===== config.mk =====
export PLATFORM = sky130hd
export DESIGN_NAME = serial_command_frame_responder
export DESIGN_NICKNAME = d
export VERILOG_FILES = /design/src/scfr_pkg.sv /design/src/scfr_front.sv /design/src/scfr_job_fifo.sv /design/src/scfr_sender.sv /design/src/serial_command_frame_responder.sv
export VERILOG_INCLUDE_DIRS = /design/src /design/src/src
export SDC_FILE = /design/constraint.sdc
export NUM_CORES = 1
export LEC_CHECK = 0
export BUFFER_PORTS_ARGS = -buffer_cell sky130_fd_sc_hd__buf_4
export CAP_MARGIN = 20
export CORE_UTILIZATION = 63
export DETAILED_ROUTE_END_ITERATION = 10
export PLACE_DENSITY = 0.8
export SYNTH_ARGS = -nofsm -noshare
export SYNTH_HDL_FRONTEND = slang
export SYNTH_SLANG_ARGS = --single-unit

===== constraint.sdc =====
create_clock -name clk_i -period 6.18 [get_ports clk_i]
set_input_delay 0.618 -clock clk_i [delete_from_list [all_inputs] [get_ports clk_i]]
set_output_delay 0.618 -clock clk_i [all_outputs]
set_load 0.02 [all_outputs]

===== src/serial_command_frame_responder_defines.svh =====
// assertion macros for the serial command frame responder
`ifndef SERIAL_COMMAND_FRAME_RESPONDER_DEFINES_SVH
`define SERIAL_COMMAND_FRAME_RESPONDER_DEFINES_SVH

`ifndef SYNTH
`define SCFR_ASSERT(name, clk, rstn, prop) \
  name: assert property (@(posedge clk) disable iff (!rstn) prop) \
    else $error("assertion failed");
`define SCFR_ASSERT_NEVER(name, clk, rstn, cond) \
  name: assert property (@(posedge clk) disable iff (!rstn) !(cond)) \
    else $error("forbidden condition seen");
`else
`define SCFR_ASSERT(name, clk, rstn, prop)
`define SCFR_ASSERT_NEVER(name, clk, rstn, cond)
`endif

`endif


===== src/scfr_pkg.sv =====
// types, constants and command codes of the serial command frame responder
package scfr_pkg;

  localparam int unsigned PayloadDepthDef = 8;
  localparam int unsigned JobDepthDef     = 2;
  localparam int unsigned BodyMax         = 7;

  localparam logic [7:0] CHR_U     = 8'h55;
  localparam logic [7:0] CHR_N     = 8'h4E;
  localparam logic [7:0] CHR_E     = 8'h45;
  localparam logic [7:0] CHR_R     = 8'h52;
  localparam logic [7:0] CHR_COLON = 8'h3A;
  localparam logic [7:0] HDR_XOR   = CHR_U ^ CHR_N ^ CHR_E ^ CHR_R ^ CHR_COLON;

  localparam logic [7:0] CMD_ALIVE   = 8'hF0;
  localparam logic [7:0] ALIVE_TAIL  = 8'h0D;
  localparam logic [7:0] CMD_ECHO    = 8'hFA;
  localparam logic [7:0] CMD_BUTTONS = 8'hFD;
  localparam logic [7:0] CMD_LED_SET = 8'hFC;
  localparam logic [7:0] CMD_LED_RD  = 8'hFB;
  localparam logic [7:0] CMD_UNKNOWN = 8'hDD;

  typedef struct packed {
    logic [7:0] rx_byte;
    logic [3:0] button_levels;
  } req_t;

  typedef struct packed {
    logic [7:0] tx_byte;
    logic       last_of_frame;
    logic [3:0] led_drive;
  } rsp_t;

  // one response to send: body bytes and the led levels after the command
  typedef struct packed {
    logic [2:0]                 body_len;
    logic [BodyMax-1:0][7:0]    body;
    logic [3:0]                 led;
  } job_t;

endpackage


===== src/scfr_front.sv =====
// frame parser: checks header and checksum, runs the command, queues the response
module scfr_front #(
  parameter int unsigned PAYLOAD_DEPTH = scfr_pkg::PayloadDepthDef
) (
  input  logic               clk_i,
  input  logic               rst_ni,
  input  logic               accept_i,
  input  scfr_pkg::req_t     req_i,
  output logic               job_push_o,
  output scfr_pkg::job_t     job_o
);

  localparam int unsigned PosW = $clog2(PAYLOAD_DEPTH + 1);
  localparam int unsigned IdxW = $clog2(PAYLOAD_DEPTH);

  typedef enum logic [6:0] {
    PH_IDLE  = 7'b0000001,
    PH_GOT_U = 7'b0000010,
    PH_GOT_N = 7'b0000100,
    PH_GOT_E = 7'b0001000,
    PH_LEN   = 7'b0010000,
    PH_COLON = 7'b0100000,
    PH_BODY  = 7'b1000000
  } phase_e;

  phase_e          phase_q, phase_d;
  logic [7:0]      cnt_q, cnt_d;
  logic [7:0]      chk_q, chk_d;
  logic [PosW-1:0] pos_q, pos_d;
  logic [3:0]      led_q, led_d;
  logic [7:0]      store_q [PAYLOAD_DEPTH];
  logic [7:0]      store_d [PAYLOAD_DEPTH];
  logic            u_check;
  logic            respond;
  logic [7:0]      b;

  assign b = req_i.rx_byte;

  always_comb begin
    phase_d = phase_q;
    cnt_d   = cnt_q;
    chk_d   = chk_q;
    pos_d   = pos_q;
    led_d   = led_q;
    store_d = store_q;
    u_check = 1'b0;
    respond = 1'b0;
    job_o   = '0;
    job_o.body_len = 3'd1;
    job_o.body[0]  = scfr_pkg::CMD_UNKNOWN;

    case (phase_q)
      PH_GOT_U: begin
        if (b == scfr_pkg::CHR_N) phase_d = PH_GOT_N;
        else u_check = 1'b1;
      end
      PH_GOT_N: begin
        if (b == scfr_pkg::CHR_E) phase_d = PH_GOT_E;
        else u_check = 1'b1;
      end
      PH_GOT_E: begin
        if (b == scfr_pkg::CHR_R) phase_d = PH_LEN;
        else u_check = 1'b1;
      end
      PH_LEN: begin
        cnt_d   = b;
        phase_d = PH_COLON;
      end
      PH_COLON: begin
        if (b == scfr_pkg::CHR_COLON) begin
          chk_d      = scfr_pkg::HDR_XOR ^ cnt_q;
          store_d[0] = cnt_q;
          pos_d      = PosW'(1);
          phase_d    = PH_BODY;
        end else begin
          u_check = 1'b1;
        end
      end
      PH_BODY: begin
        if (cnt_q inside {[8'd2:8'd127]}) begin
          if (pos_q < PosW'(PAYLOAD_DEPTH)) begin
            store_d[pos_q[IdxW-1:0]] = b;
            pos_d = pos_q + PosW'(1);
          end
          chk_d = chk_q ^ b;
          cnt_d = cnt_q - 8'd1;
        end else begin
          cnt_d   = cnt_q - 8'd1;
          u_check = 1'b1;
          respond = (chk_q == b);
          case (store_q[1])
            scfr_pkg::CMD_ALIVE: begin
              job_o.body_len = 3'd2;
              job_o.body[0]  = scfr_pkg::CMD_ALIVE;
              job_o.body[1]  = scfr_pkg::ALIVE_TAIL;
            end
            scfr_pkg::CMD_ECHO: begin
              job_o.body_len = 3'd7;
              job_o.body[0]  = scfr_pkg::CMD_ECHO;
              for (int k = 1; k < 7; k++) job_o.body[k] = store_q[k+1];
            end
            scfr_pkg::CMD_BUTTONS: begin
              if (respond) begin
                store_d[2] = {4'b0, req_i.button_levels};
                store_d[3] = 8'd0;
              end
              job_o.body_len = 3'd3;
              job_o.body[0]  = scfr_pkg::CMD_BUTTONS;
              job_o.body[1]  = {4'b0, req_i.button_levels};
            end
            scfr_pkg::CMD_LED_SET: begin
              if (respond) begin
                if (store_q[3] == 8'd1) led_d = led_q | store_q[2][3:0];
                else led_d = led_q & ~store_q[2][3:0];
              end
              job_o.body[0] = scfr_pkg::CMD_LED_SET;
            end
            scfr_pkg::CMD_LED_RD: begin
              if (respond) begin
                store_d[2] = {4'b0, led_q};
                store_d[3] = 8'd0;
              end
              job_o.body_len = 3'd3;
              job_o.body[0]  = scfr_pkg::CMD_LED_RD;
              job_o.body[1]  = {4'b0, led_q};
            end
            default: begin
              job_o.body[0] = scfr_pkg::CMD_UNKNOWN;
            end
          endcase
        end
      end
      default: u_check = 1'b1;
    endcase

    // recheck the same byte as a possible frame start
    if (u_check) begin
      if (b == scfr_pkg::CHR_U) begin
        phase_d = PH_GOT_U;
        chk_d   = 8'd0;
      end else begin
        phase_d = PH_IDLE;
      end
    end

    job_o.led = led_d;
  end

  assign job_push_o = accept_i & respond;

  always_ff @(posedge clk_i or negedge rst_ni) begin
    if (!rst_ni) begin
      phase_q <= PH_IDLE;
      cnt_q   <= '0;
      chk_q   <= '0;
      pos_q   <= '0;
      led_q   <= '0;
      for (int i = 0; i < int'(PAYLOAD_DEPTH); i++) store_q[i] <= '0;
    end else if (accept_i) begin
      phase_q <= phase_d;
      cnt_q   <= cnt_d;
      chk_q   <= chk_d;
      pos_q   <= pos_d;
      led_q   <= led_d;
      store_q <= store_d;
    end
  end

endmodule


===== src/scfr_job_fifo.sv =====
// short queue of pending responses between parser and sender
module scfr_job_fifo #(
  parameter int unsigned DEPTH = scfr_pkg::JobDepthDef
) (
  input  logic           clk_i,
  input  logic           rst_ni,
  input  logic           push_i,
  input  scfr_pkg::job_t data_i,
  output logic           full_o,
  input  logic           pop_i,
  output logic           valid_o,
  output scfr_pkg::job_t data_o
);

  localparam int unsigned PtrW = (DEPTH > 1) ? $clog2(DEPTH) : 1;
  localparam int unsigned CntW = $clog2(DEPTH + 1);

  scfr_pkg::job_t  mem_q [DEPTH];
  logic [PtrW-1:0] wr_q, rd_q;
  logic [CntW-1:0] cnt_q;
  logic            do_push, do_pop;

  assign full_o  = (cnt_q == CntW'(DEPTH));
  assign valid_o = (cnt_q != '0);
  assign data_o  = mem_q[rd_q];
  assign do_push = push_i & ~full_o;
  assign do_pop  = pop_i & valid_o;

  always_ff @(posedge clk_i) begin
    if (do_push) mem_q[wr_q] <= data_i;
  end

  always_ff @(posedge clk_i or negedge rst_ni) begin
    if (!rst_ni) begin
      wr_q  <= '0;
      rd_q  <= '0;
      cnt_q <= '0;
    end else begin
      if (do_push) wr_q <= (wr_q == PtrW'(DEPTH - 1)) ? '0 : wr_q + PtrW'(1);
      if (do_pop)  rd_q <= (rd_q == PtrW'(DEPTH - 1)) ? '0 : rd_q + PtrW'(1);
      if (do_push && !do_pop) cnt_q <= cnt_q + CntW'(1);
      else if (do_pop && !do_push) cnt_q <= cnt_q - CntW'(1);
    end
  end

endmodule


===== src/scfr_sender.sv =====
// response sender: walks one queued response out a byte at a time with checksum
`include "serial_command_frame_responder_defines.svh"

module scfr_sender (
  input  logic           clk_i,
  input  logic           rst_ni,
  input  logic           job_valid_i,
  input  scfr_pkg::job_t job_i,
  output logic           job_pop_o,
  output logic           empty,
  input  logic           pop,
  output scfr_pkg::rsp_t rsp_o
);

  logic [3:0] idx_q;
  logic [7:0] chk_q;
  logic [7:0] data;
  logic [2:0] body_idx;
  logic       last;
  logic       take;

  assign body_idx = 3'(idx_q - 4'd6);
  assign last     = (idx_q == (4'd6 + 4'(job_i.body_len)));

  always_comb begin
    case (idx_q)
      4'd0:    data = scfr_pkg::CHR_U;
      4'd1:    data = scfr_pkg::CHR_N;
      4'd2:    data = scfr_pkg::CHR_E;
      4'd3:    data = scfr_pkg::CHR_R;
      4'd4:    data = 8'(job_i.body_len) + 8'd1;
      4'd5:    data = scfr_pkg::CHR_COLON;
      default: data = (body_idx < 3'(scfr_pkg::BodyMax)) ? job_i.body[body_idx] : 8'd0;
    endcase
  end

  assign empty               = ~job_valid_i;
  assign rsp_o.tx_byte       = last ? chk_q : data;
  assign rsp_o.last_of_frame = last;
  assign rsp_o.led_drive     = job_i.led;
  assign take                = pop & job_valid_i;
  assign job_pop_o           = take & last;

  always_ff @(posedge clk_i or negedge rst_ni) begin
    if (!rst_ni) begin
      idx_q <= '0;
      chk_q <= '0;
    end else if (take) begin
      if (last) begin
        idx_q <= '0;
        chk_q <= '0;
      end else begin
        idx_q <= idx_q + 4'd1;
        chk_q <= chk_q ^ data;
      end
    end
  end

  `SCFR_ASSERT(a_pop_only_on_last, clk_i, rst_ni, job_pop_o |-> last)
  `SCFR_ASSERT_NEVER(a_idle_at_start, clk_i, rst_ni, !job_valid_i && (idx_q != 4'd0))
  `SCFR_ASSERT(a_chk_clear_at_start, clk_i, rst_ni, (idx_q == 4'd0) |-> (chk_q == 8'd0))
  `SCFR_ASSERT(a_idx_in_frame, clk_i, rst_ni, job_valid_i |-> (idx_q <= 4'd13))

endmodule


===== src/serial_command_frame_responder.sv =====
// Serial command frame responder.
// Input queue side: one received serial byte and the button levels per request,
// taken when push is high and full is low. A request frame is the header
// U N E R, a length byte, ':', payload bytes and an XOR checksum byte.
// Output queue side: response frame bytes, oldest first, shown while empty is
// low and taken on pop; the checksum byte carries last_of_frame, and every byte
// carries the led levels after its frame's command.
// A parser takes one byte per cycle while full is low and, on a good checksum,
// runs the command and queues a response of 8 to 14 bytes in a job queue
// (JOB_DEPTH deep). The sender drains the head job one byte per cycle while pop
// is high; a response is registered in the job queue and sent once it is the head.
// Throughput: one request per cycle while the job queue has room; full rises
// only when JOB_DEPTH responses wait, which a stalled receiver or a run of short
// frames with long responses causes.
// Reset clears the parse state, the stored payload, the led levels and both
// queues; requests offered while reset is held are dropped.
module serial_command_frame_responder #(
  parameter int unsigned PAYLOAD_DEPTH = scfr_pkg::PayloadDepthDef,
  parameter int unsigned JOB_DEPTH     = scfr_pkg::JobDepthDef
) (
  input  logic           clk_i,
  input  logic           rst_ni,
  input  logic           push,
  output logic           full,
  input  scfr_pkg::req_t req_i,
  output logic           empty,
  input  logic           pop,
  output scfr_pkg::rsp_t rsp_o
);

  logic           job_push, job_pop, job_valid;
  scfr_pkg::job_t job_in, job_head;
  logic           accept;

  assign accept = push & ~full;

  scfr_front #(
    .PAYLOAD_DEPTH(PAYLOAD_DEPTH)
  ) u_front (
    .clk_i     (clk_i),
    .rst_ni    (rst_ni),
    .accept_i  (accept),
    .req_i     (req_i),
    .job_push_o(job_push),
    .job_o     (job_in)
  );

  scfr_job_fifo #(
    .DEPTH(JOB_DEPTH)
  ) u_job_fifo (
    .clk_i  (clk_i),
    .rst_ni (rst_ni),
    .push_i (job_push),
    .data_i (job_in),
    .full_o (full),
    .pop_i  (job_pop),
    .valid_o(job_valid),
    .data_o (job_head)
  );

  scfr_sender u_sender (
    .clk_i      (clk_i),
    .rst_ni     (rst_ni),
    .job_valid_i(job_valid),
    .job_i      (job_head),
    .job_pop_o  (job_pop),
    .empty      (empty),
    .pop        (pop),
    .rsp_o      (rsp_o)
  );

endmodule

==> results of run 1 <==
-- area by class of cell --
class,instances,area (sq um),share of cell area [%]
clock inverters,5,33.8,0.283
clock buffers,37,718,6.02
inverters,29,109,0.913
multi-input cells,541,4320,36.2
flip-flops and latches,223,6180,51.9
well taps,220,275,2.31
repair buffers,39,290,2.43
-- power breakdown --
group          internal (mW)  switching, mW
Sequential              1.56        0.00102
Combinational         0.0291         0.0624
Clock                  0.796          0.562
Total                   2.38          0.625
-- cell usage after synthesis (18+ instances only) --
library cell	instances
mux2_2	54
xnor2_1	18
nand3_1	23
a21oi_1	29
nand2_1	39
o21ai_0	30
and2_1	49
dfrtp_1	102
clkbuf_1	36
mux4_2	19
mux2i_1	18
edfxtp_1	120
inv_1	28
nor2_1	31
-- per-stage QoR --
stage | hold slack, ns | cells | cell area, sq um | utilization (%)
final | 0.0466 | 1094 | 11900 | 71.4
after global routing | 0.0664 | 1094 | 11900 | 71.4
after CTS | 0.0544 | 1094 | 11900 | 71.4
after detailed placement | 0.473 | 1052 | 11200 | 66.9
after global placement | 0.477 | 1051 | 11200 | 66.9
after floorplan | 0.322 | 849 | 10900 | -
-- layout by cell type, fill, tap and decap left out, drive strengths merged, types with 5 or more instances in the layout --
| cell | count |
|---|---|
| edfxtp | 120 |
| dfrtp | 102 |
| mux2 | 67 |
| and2 | 49 |
| nand2 | 39 |
| buf | 39 |
| clkbuf | 37 |
| o21ai | 35 |
| nor2 | 32 |
| inv | 30 |
| a21oi | 29 |
| nand3 | 24 |
| nor4 | 20 |
| mux4 | 19 |
| mux2i | 18 |
| xnor2 | 18 |
| nor3 | 14 |
| a22o | 13 |
| ha | 13 |
| nand4 | 13 |
| a21boi | 10 |
| o2bb2ai | 9 |
| a22oi | 9 |
| a31oi | 9 |
| nor2b | 6 |
| nand2b | 5 |
| a211oi | 5 |
-- sequential cells by signal (all words and copies together) (netlist names) --
| signal | count |
|---|---|
| u_front.cnt_q | 8 |
| u_sender.idx_q | 4 |
| u_front.phase_q | 7 |
| u_front.store_q | 56 |
| u_front.led_q | 4 |
| u_sender.chk_q | 8 |
| u_front.pos_q | 4 |
| u_job_fifo.wr_q | 1 |
| u_front.chk_q | 8 |
| u_job_fifo.mem_q | 120 |
| u_job_fifo.rd_q | 1 |
| u_job_fifo.cnt_q | 2 |
-- cells by family after synthesis --
logic type | Yosys count | synth area share (%)
and+or+nand+nor | 233 | 12.7
adders and majority gates | 13 | 1.50
AOI/OAI and AO/OA | 169 | 10.8
muxes | 104 | 12.8
xor gates and xnor gates | 22 | 1.77
DFF | 223 | 57.0
buffers and inverters | 85 | 3.43
-- routing by layer --
metal	global-route usage (%)	vias up
li1	-	3235
met1	38.6	3691
met2	49.2	300
met3	4.00	59
met4	11.0	0
met5	0	-
-- worst paths after layout --
kind / from / endpoint / slack (ns) / cells past startpoint
worst min register to register: u_front.store_q[55] / u_front.store_q[55] / 0.48 / 1
worst min-delay path: rst_ni / u_sender.idx_q[0] / 0.05 / 1
worst max register to register: u_front.phase_q[6] / u_job_fifo.mem_q[1][28] / 2.30 / 5
worst max-delay path: u_job_fifo.rd_q / rsp_o[8] / 1.90 / 10
min in group clk_i: req_i[4] / u_front.store_q[48] / 0.48 / 2
max in group asynchronous: rst_ni / u_front.phase_q[6] / 4.83 / 2
==> out/qor.yml, run 1 <==
floorplan:
  rows: 47
  die_h_um: 133
  pin_count: 31
  coreArea_sq_mm: 0.0167
  die_w_um: 133
  die_area_sq_mm: 0.0178
  start_util_pct: 65.0
clocking:
  post_cts_buffers: 0
  cts-buffers-inserted: 23
  insertion_delay_ns: 0.51
  hold_buffers: 0
  clockRootBuffer: "clkbuf_16"
  ctsHtreeMaxLevel: 1
  cts_sinks: 223
  cts_resized: 0
  clockBufferDepth: 3
  cts.clk_slew.worst_paths_ns: 0.06
  cts_tree: "yes"
worst_hold_path:
  hp-class: "input port to async pin"
route:
  wl_per_cell_um: 22.8
  routed_via_density: 6.66
  drtIter0Drc: 755
  wl_mm: 24.9
  topRoutingLayerUsed: "met4"
  drt_first_pass_iters: 5
  drt-met1-wl_mm: 10.2
  route.met2.wl_mm: 12.5
  wl_met3_mm: 1.39
  drc: 0
  vias: 7285
  ant_nets: 0
timing:
  final_hold_viol_count: 0
  worst_pin_slew_ns: 0.982
  setup_ws_ns: 1.90
  slew_viol_final: 0
  layout_min_cycle_time_ns: 4.28
  rsz0062_at_grt: "false"
  final-setup-viol-count: 0
  fmax_mhz: 234
  maxSlewHeadroom_pct: 33.9
  clock_skew_ns: 0.00987
  period_share_pct: 69.3
  totalNegativeSetupSlack_ns: 0
placement:
  gp_congestion: 0.945
  dpl_worst_slack_ns: 2.41
  io_buffers: 30
  hpwlAfterDp_mm: 16.6
synthesis:
  yosysTopAreaCell: "edfxtp_1"
  netlist_area_sq_mm: 0.0109
  synth_edf_count: 120
  synth-seq-area-share_pct: 57.0
  ys_ff_latch: 223
  synthArstFlopShare_pct: 46.2
  synth_top_area_share_pct: 33.2
  synth_area_leaders: "edfxtp_1 33%, dfrtp_1 24%, mux2_2 5.6%"
  syn_area_per_cell_sq_um: 12.8
  synth_cell_types: 85
  synth_nets: 878
  yosys_warnings: 0
  synthCells: 849
  synthFlopType: "edfxtp_1"
global_routing:
  first_global_vias: 7368
  grt_max_degree: 74
  grt_pass1_wl_mm: 40.2
  grt_usage_pct: 29.1
  antenna_found_initial: 0
  overflow: 0
power:
  peakVddDrop_mv: 0.200
  powerDensity_mw_per_mm2: 252
  power.total_mw: 3.01
  leakage_nw: 4.85
cells_and_area:
  syn_to_final_growth_pct: 9.85
  finalNetCount: 886
  antenna_cells: 0
  nFillCells: 1136
  layout-drive-gt1-share_pct: 20.9
setup_path:
  end_kind: "primary output"
  cp_max_fo: 34
  critical_path.max_stage_delay_ns: 0.52
  crit_family: "buffers and inverters"
  path_buf_inv: 3
  slowest_stage: "inv_1"
  crit_path_frequent_cell: "buf_4"
  worstSetupStartpointType: "flip-flop"
  critPathKind: "flip-flop to primary output"
  path_cells: "buf_4 > mux2i_1 > ha_1 > xnor2_1 > nor2_1 > nand3_2 > inv_1 > nor3_1 > a21oi_1 > buf_4"
  arrival_ns: 3.66
  critPathRequiredTime_ns: 5.56
outcome:
  status: "completed"
job:
  maxCapViolCount: 0
(Power assumes the default switching activity.)
==> run 2, diff against run 1 <==
==> constraint.sdc (replaced) <==
create_clock -name clk_i -period 4.08 [get_ports clk_i]
set_input_delay 0.408 -clock clk_i [delete_from_list [all_inputs] [get_ports clk_i]]
set_output_delay 0.408 -clock clk_i [all_outputs]
set_load 0.02 [all_outputs]
==> run 2 against run 1 <==
The flow now finishes with violations (hold timing). Clock skew increased by 0.0048 ns. Sequential cell count did not move. Non-clock buffer count increased by 3. Combinational power rose by 53%. Highest routed layer unchanged. Worst hold slack got worse by 0.068 ns. Clock-buffer cell count decreased by 6. Sequential power rose by 51%.
==> out/qor.yml, run 2 (synthesis gave the netlist of run 1 again) <==
clocking:
  clockBufferDepth: 3  # unchanged
  cts-buffers-inserted: 23  # unchanged
  clockRootBuffer: "clkbuf_16"
  cts_tree: "yes"
  cts_sinks: 223  # unchanged
  hold_buffers: 0  # unchanged
  post_cts_buffers: 0  # unchanged
  ctsHtreeMaxLevel: 1  # unchanged
  insertion_delay_ns: 0.51  # about the same
  cts_resized: 0  # unchanged
  cts.clk_slew.worst_paths_ns: 0.06  # about the same
power:
  p_sw_share_pct: 20.2  # -0.63 points
  internal_power_mw: 3.64  # +53%
  powerDensity_mw_per_mm2: 382  # +51%
  power.total_mw: 4.57  # +52%
  power.share.clock_pct: 45.2  # about the same
  leakage_nw: 4.84  # -0.10%
  p_switching_mw: 0.920  # +47%
  peakVddDrop_mv: 0.314  # +57%
  comb_power_share_pct: 3.1  # about the same
  sequentialPowerShare_pct: 51.7  # about the same
timing:
  totalNegativeSetupSlack_ns: 0  # unchanged
  worst_pin_slew_ns: 0.968  # -0.0139 ns
  rsz0062_at_grt: "false"
  maxSlewHeadroom_pct: 34.9  # +0.94 points
  fmax_mhz: 269
  final_hold_viol_count: 4  # +4
  layout_min_cycle_time_ns: 3.71
  period_share_pct: 91.0
  final-setup-viol-count: 0  # unchanged
  clock_skew_ns: 0.0147  # +0.00478 ns
  setup_ws_ns: 0.366  # -1.53 ns
  fin_hold_ws_ns: -0.0218  # -0.0684 ns
  slew_viol_final: 0  # unchanged
cells_and_area:
  antenna_cells: 0  # unchanged
  finalNetCount: 889  # +0.34%
  regMostFlops: "u_job_fifo.mem_q"
  biggestRegsByFlops: "u_job_fifo.mem_q (120), u_front.store_q (56)"
  design_area_sq_mm: 0.0120  # +0.29%
  seqCellArea_sq_mm: 0.00618  # unchanged
  largest_reg_flops: 120  # unchanged
  layout-drive-gt1-share_pct: 20.5  # -0.39 points
  final_common_cell: "edfxtp_1"
  nFillCells: 1117  # -1.7%
  multi_input_area_sq_mm: 0.00432  # unchanged
  syn_to_final_growth_pct: 10.2
  final_cell_mix: "120 x edfxtp_1, 101 x dfrtp_1, 54 x mux2_2, 48 x and2_1"
global_routing:
  overflow: 0  # unchanged
  first_global_vias: 7166  # -2.7%
  grt_pass1_wl_mm: 39.3  # -2.4%
  antenna_found_initial: 0  # unchanged
  grt_max_degree: 61  # -18%
  grt_usage_pct: 28.7  # -0.38 points
setup_path:
  cp_max_fo: 17  # -50%
  ff2ff_path_depth: 11  # +6
  r2r_start: "u_job_fifo.rd_q"
  critPathKind: "flip-flop to primary output"
  reg2reg_slack_ns: 0.83  # -1.47 ns
  worstSetupStartpointType: "flip-flop"
  worstReg2RegEnd: "u_job_fifo.cnt_q[1]"
  crit_end: "rsp_o[9]"
  end_kind: "primary output"
  arrival_ns: 3.31  # -0.35 ns
  critPathLaunch: "u_job_fifo.rd_q"
  critPathRequiredTime_ns: 3.67  # -1.89 ns
route:
  drtIter0Drc: 582  # -23%
  drc: 0  # unchanged
  wl_per_cell_um: 22.3  # -2.3%
  wl_mm: 24.4  # -2.1%
  drt_first_pass_iters: 5  # unchanged
  routed_via_density: 6.56  # -1.6%
  ant_nets: 0  # unchanged
  vias: 7185  # -1.4%
floorplan:
  die_w_um: 133  # unchanged
  pin_count: 31  # unchanged
  die_area_sq_mm: 0.0178  # unchanged
  rows: 47  # unchanged
  coreArea_sq_mm: 0.0167  # unchanged
  die_h_um: 133  # unchanged
  start_util_pct: 65.0  # unchanged
placement:
  hpwlAfterDp_mm: 15.9  # -4.1%
  dpl_worst_slack_ns: 0.748  # -1.66 ns
  place_area_sq_mm: 0.0112  # +0.38%
  gp_congestion: 0.867  # -8.2%
  io_buffers: 30  # unchanged
outcome:
  status: "complete, but fails checks"
  violations: "hold timing"
job:
  maxCapViolCount: 0  # unchanged
worst_hold_path:
  hp-class: "input port to async pin"
==> run 2: layer usage <==
layer  track usage [%]  share of wire [%]
met1              39.4                 41
met2              45.9                 48
met3              4.49                6.8
met4              12.7                3.9
met5                 0                  0
==> run 2: final cells by class <==
cell class,instances,area share [%]
tap,220,2.30
timing repair buffer,42,2.82
inverter,29,0.942
clock buffer,31,5.15
sequential,223,51.7
clock inverter,10,1.00
multi-input combinational,541,36.1
==> run 2: power groups by stage <==
stage | clock network, mW | registers, mW | logic (mW)
2_1_floorplan | 0 | 2.41 | 0.0694
3_3_place_gp | 0 | 2.41 | 0.136
3_5_place_dp | 0 | 2.41 | 0.139
4_1_cts | 2.09 | 2.36 | 0.140
5_1_grt | 2.17 | 2.36 | 0.152
6_report | 2.06 | 2.36 | 0.140
==> run 2: metrics by stage <==
stage                     util (%)  hold slack [ns]  instances
after floorplan                  -            0.112        849
after global placement        67.2            0.470       1054
after detailed placement      67.2            0.474       1054
after CTS                     71.6         0.000772       1095
after global routing          71.6           0.0438       1096
final                         71.6          -0.0218       1096
==> run 2: critical path, cell delays in order, from the launching register on <==
cell	delay, ns
dfrtp_2	0.58
mux2i_1	0.39
ha_1	0.31
xnor2_1	0.12
nor2_1	0.23
nand3_2	0.37
clkinvlp_4	0.37
nor3_1	0.09
a21oi_1	0.15
buf_4	0.17
==> run 2: how the worst min path moves through the flow <==
| stage | end | from | depth (start not counted) | slack, ns |
|---|---|---|---|---|
| global placement | u_front.store_q[55] | u_front.store_q[55] | 1 | 0.47 |
| global route | u_sender.chk_q[2] | rst_ni | 1 | 0.04 |
| finish | u_job_fifo.rd_q | rst_ni | 1 | -0.02 |
| floorplan | u_front.chk_q[0] | rst_ni | 0 | 0.11 |
| detailed placement | u_front.store_q[44] | u_front.store_q[44] | 1 | 0.47 |
| CTS | u_job_fifo.rd_q | rst_ni | 1 | 0.0008 |
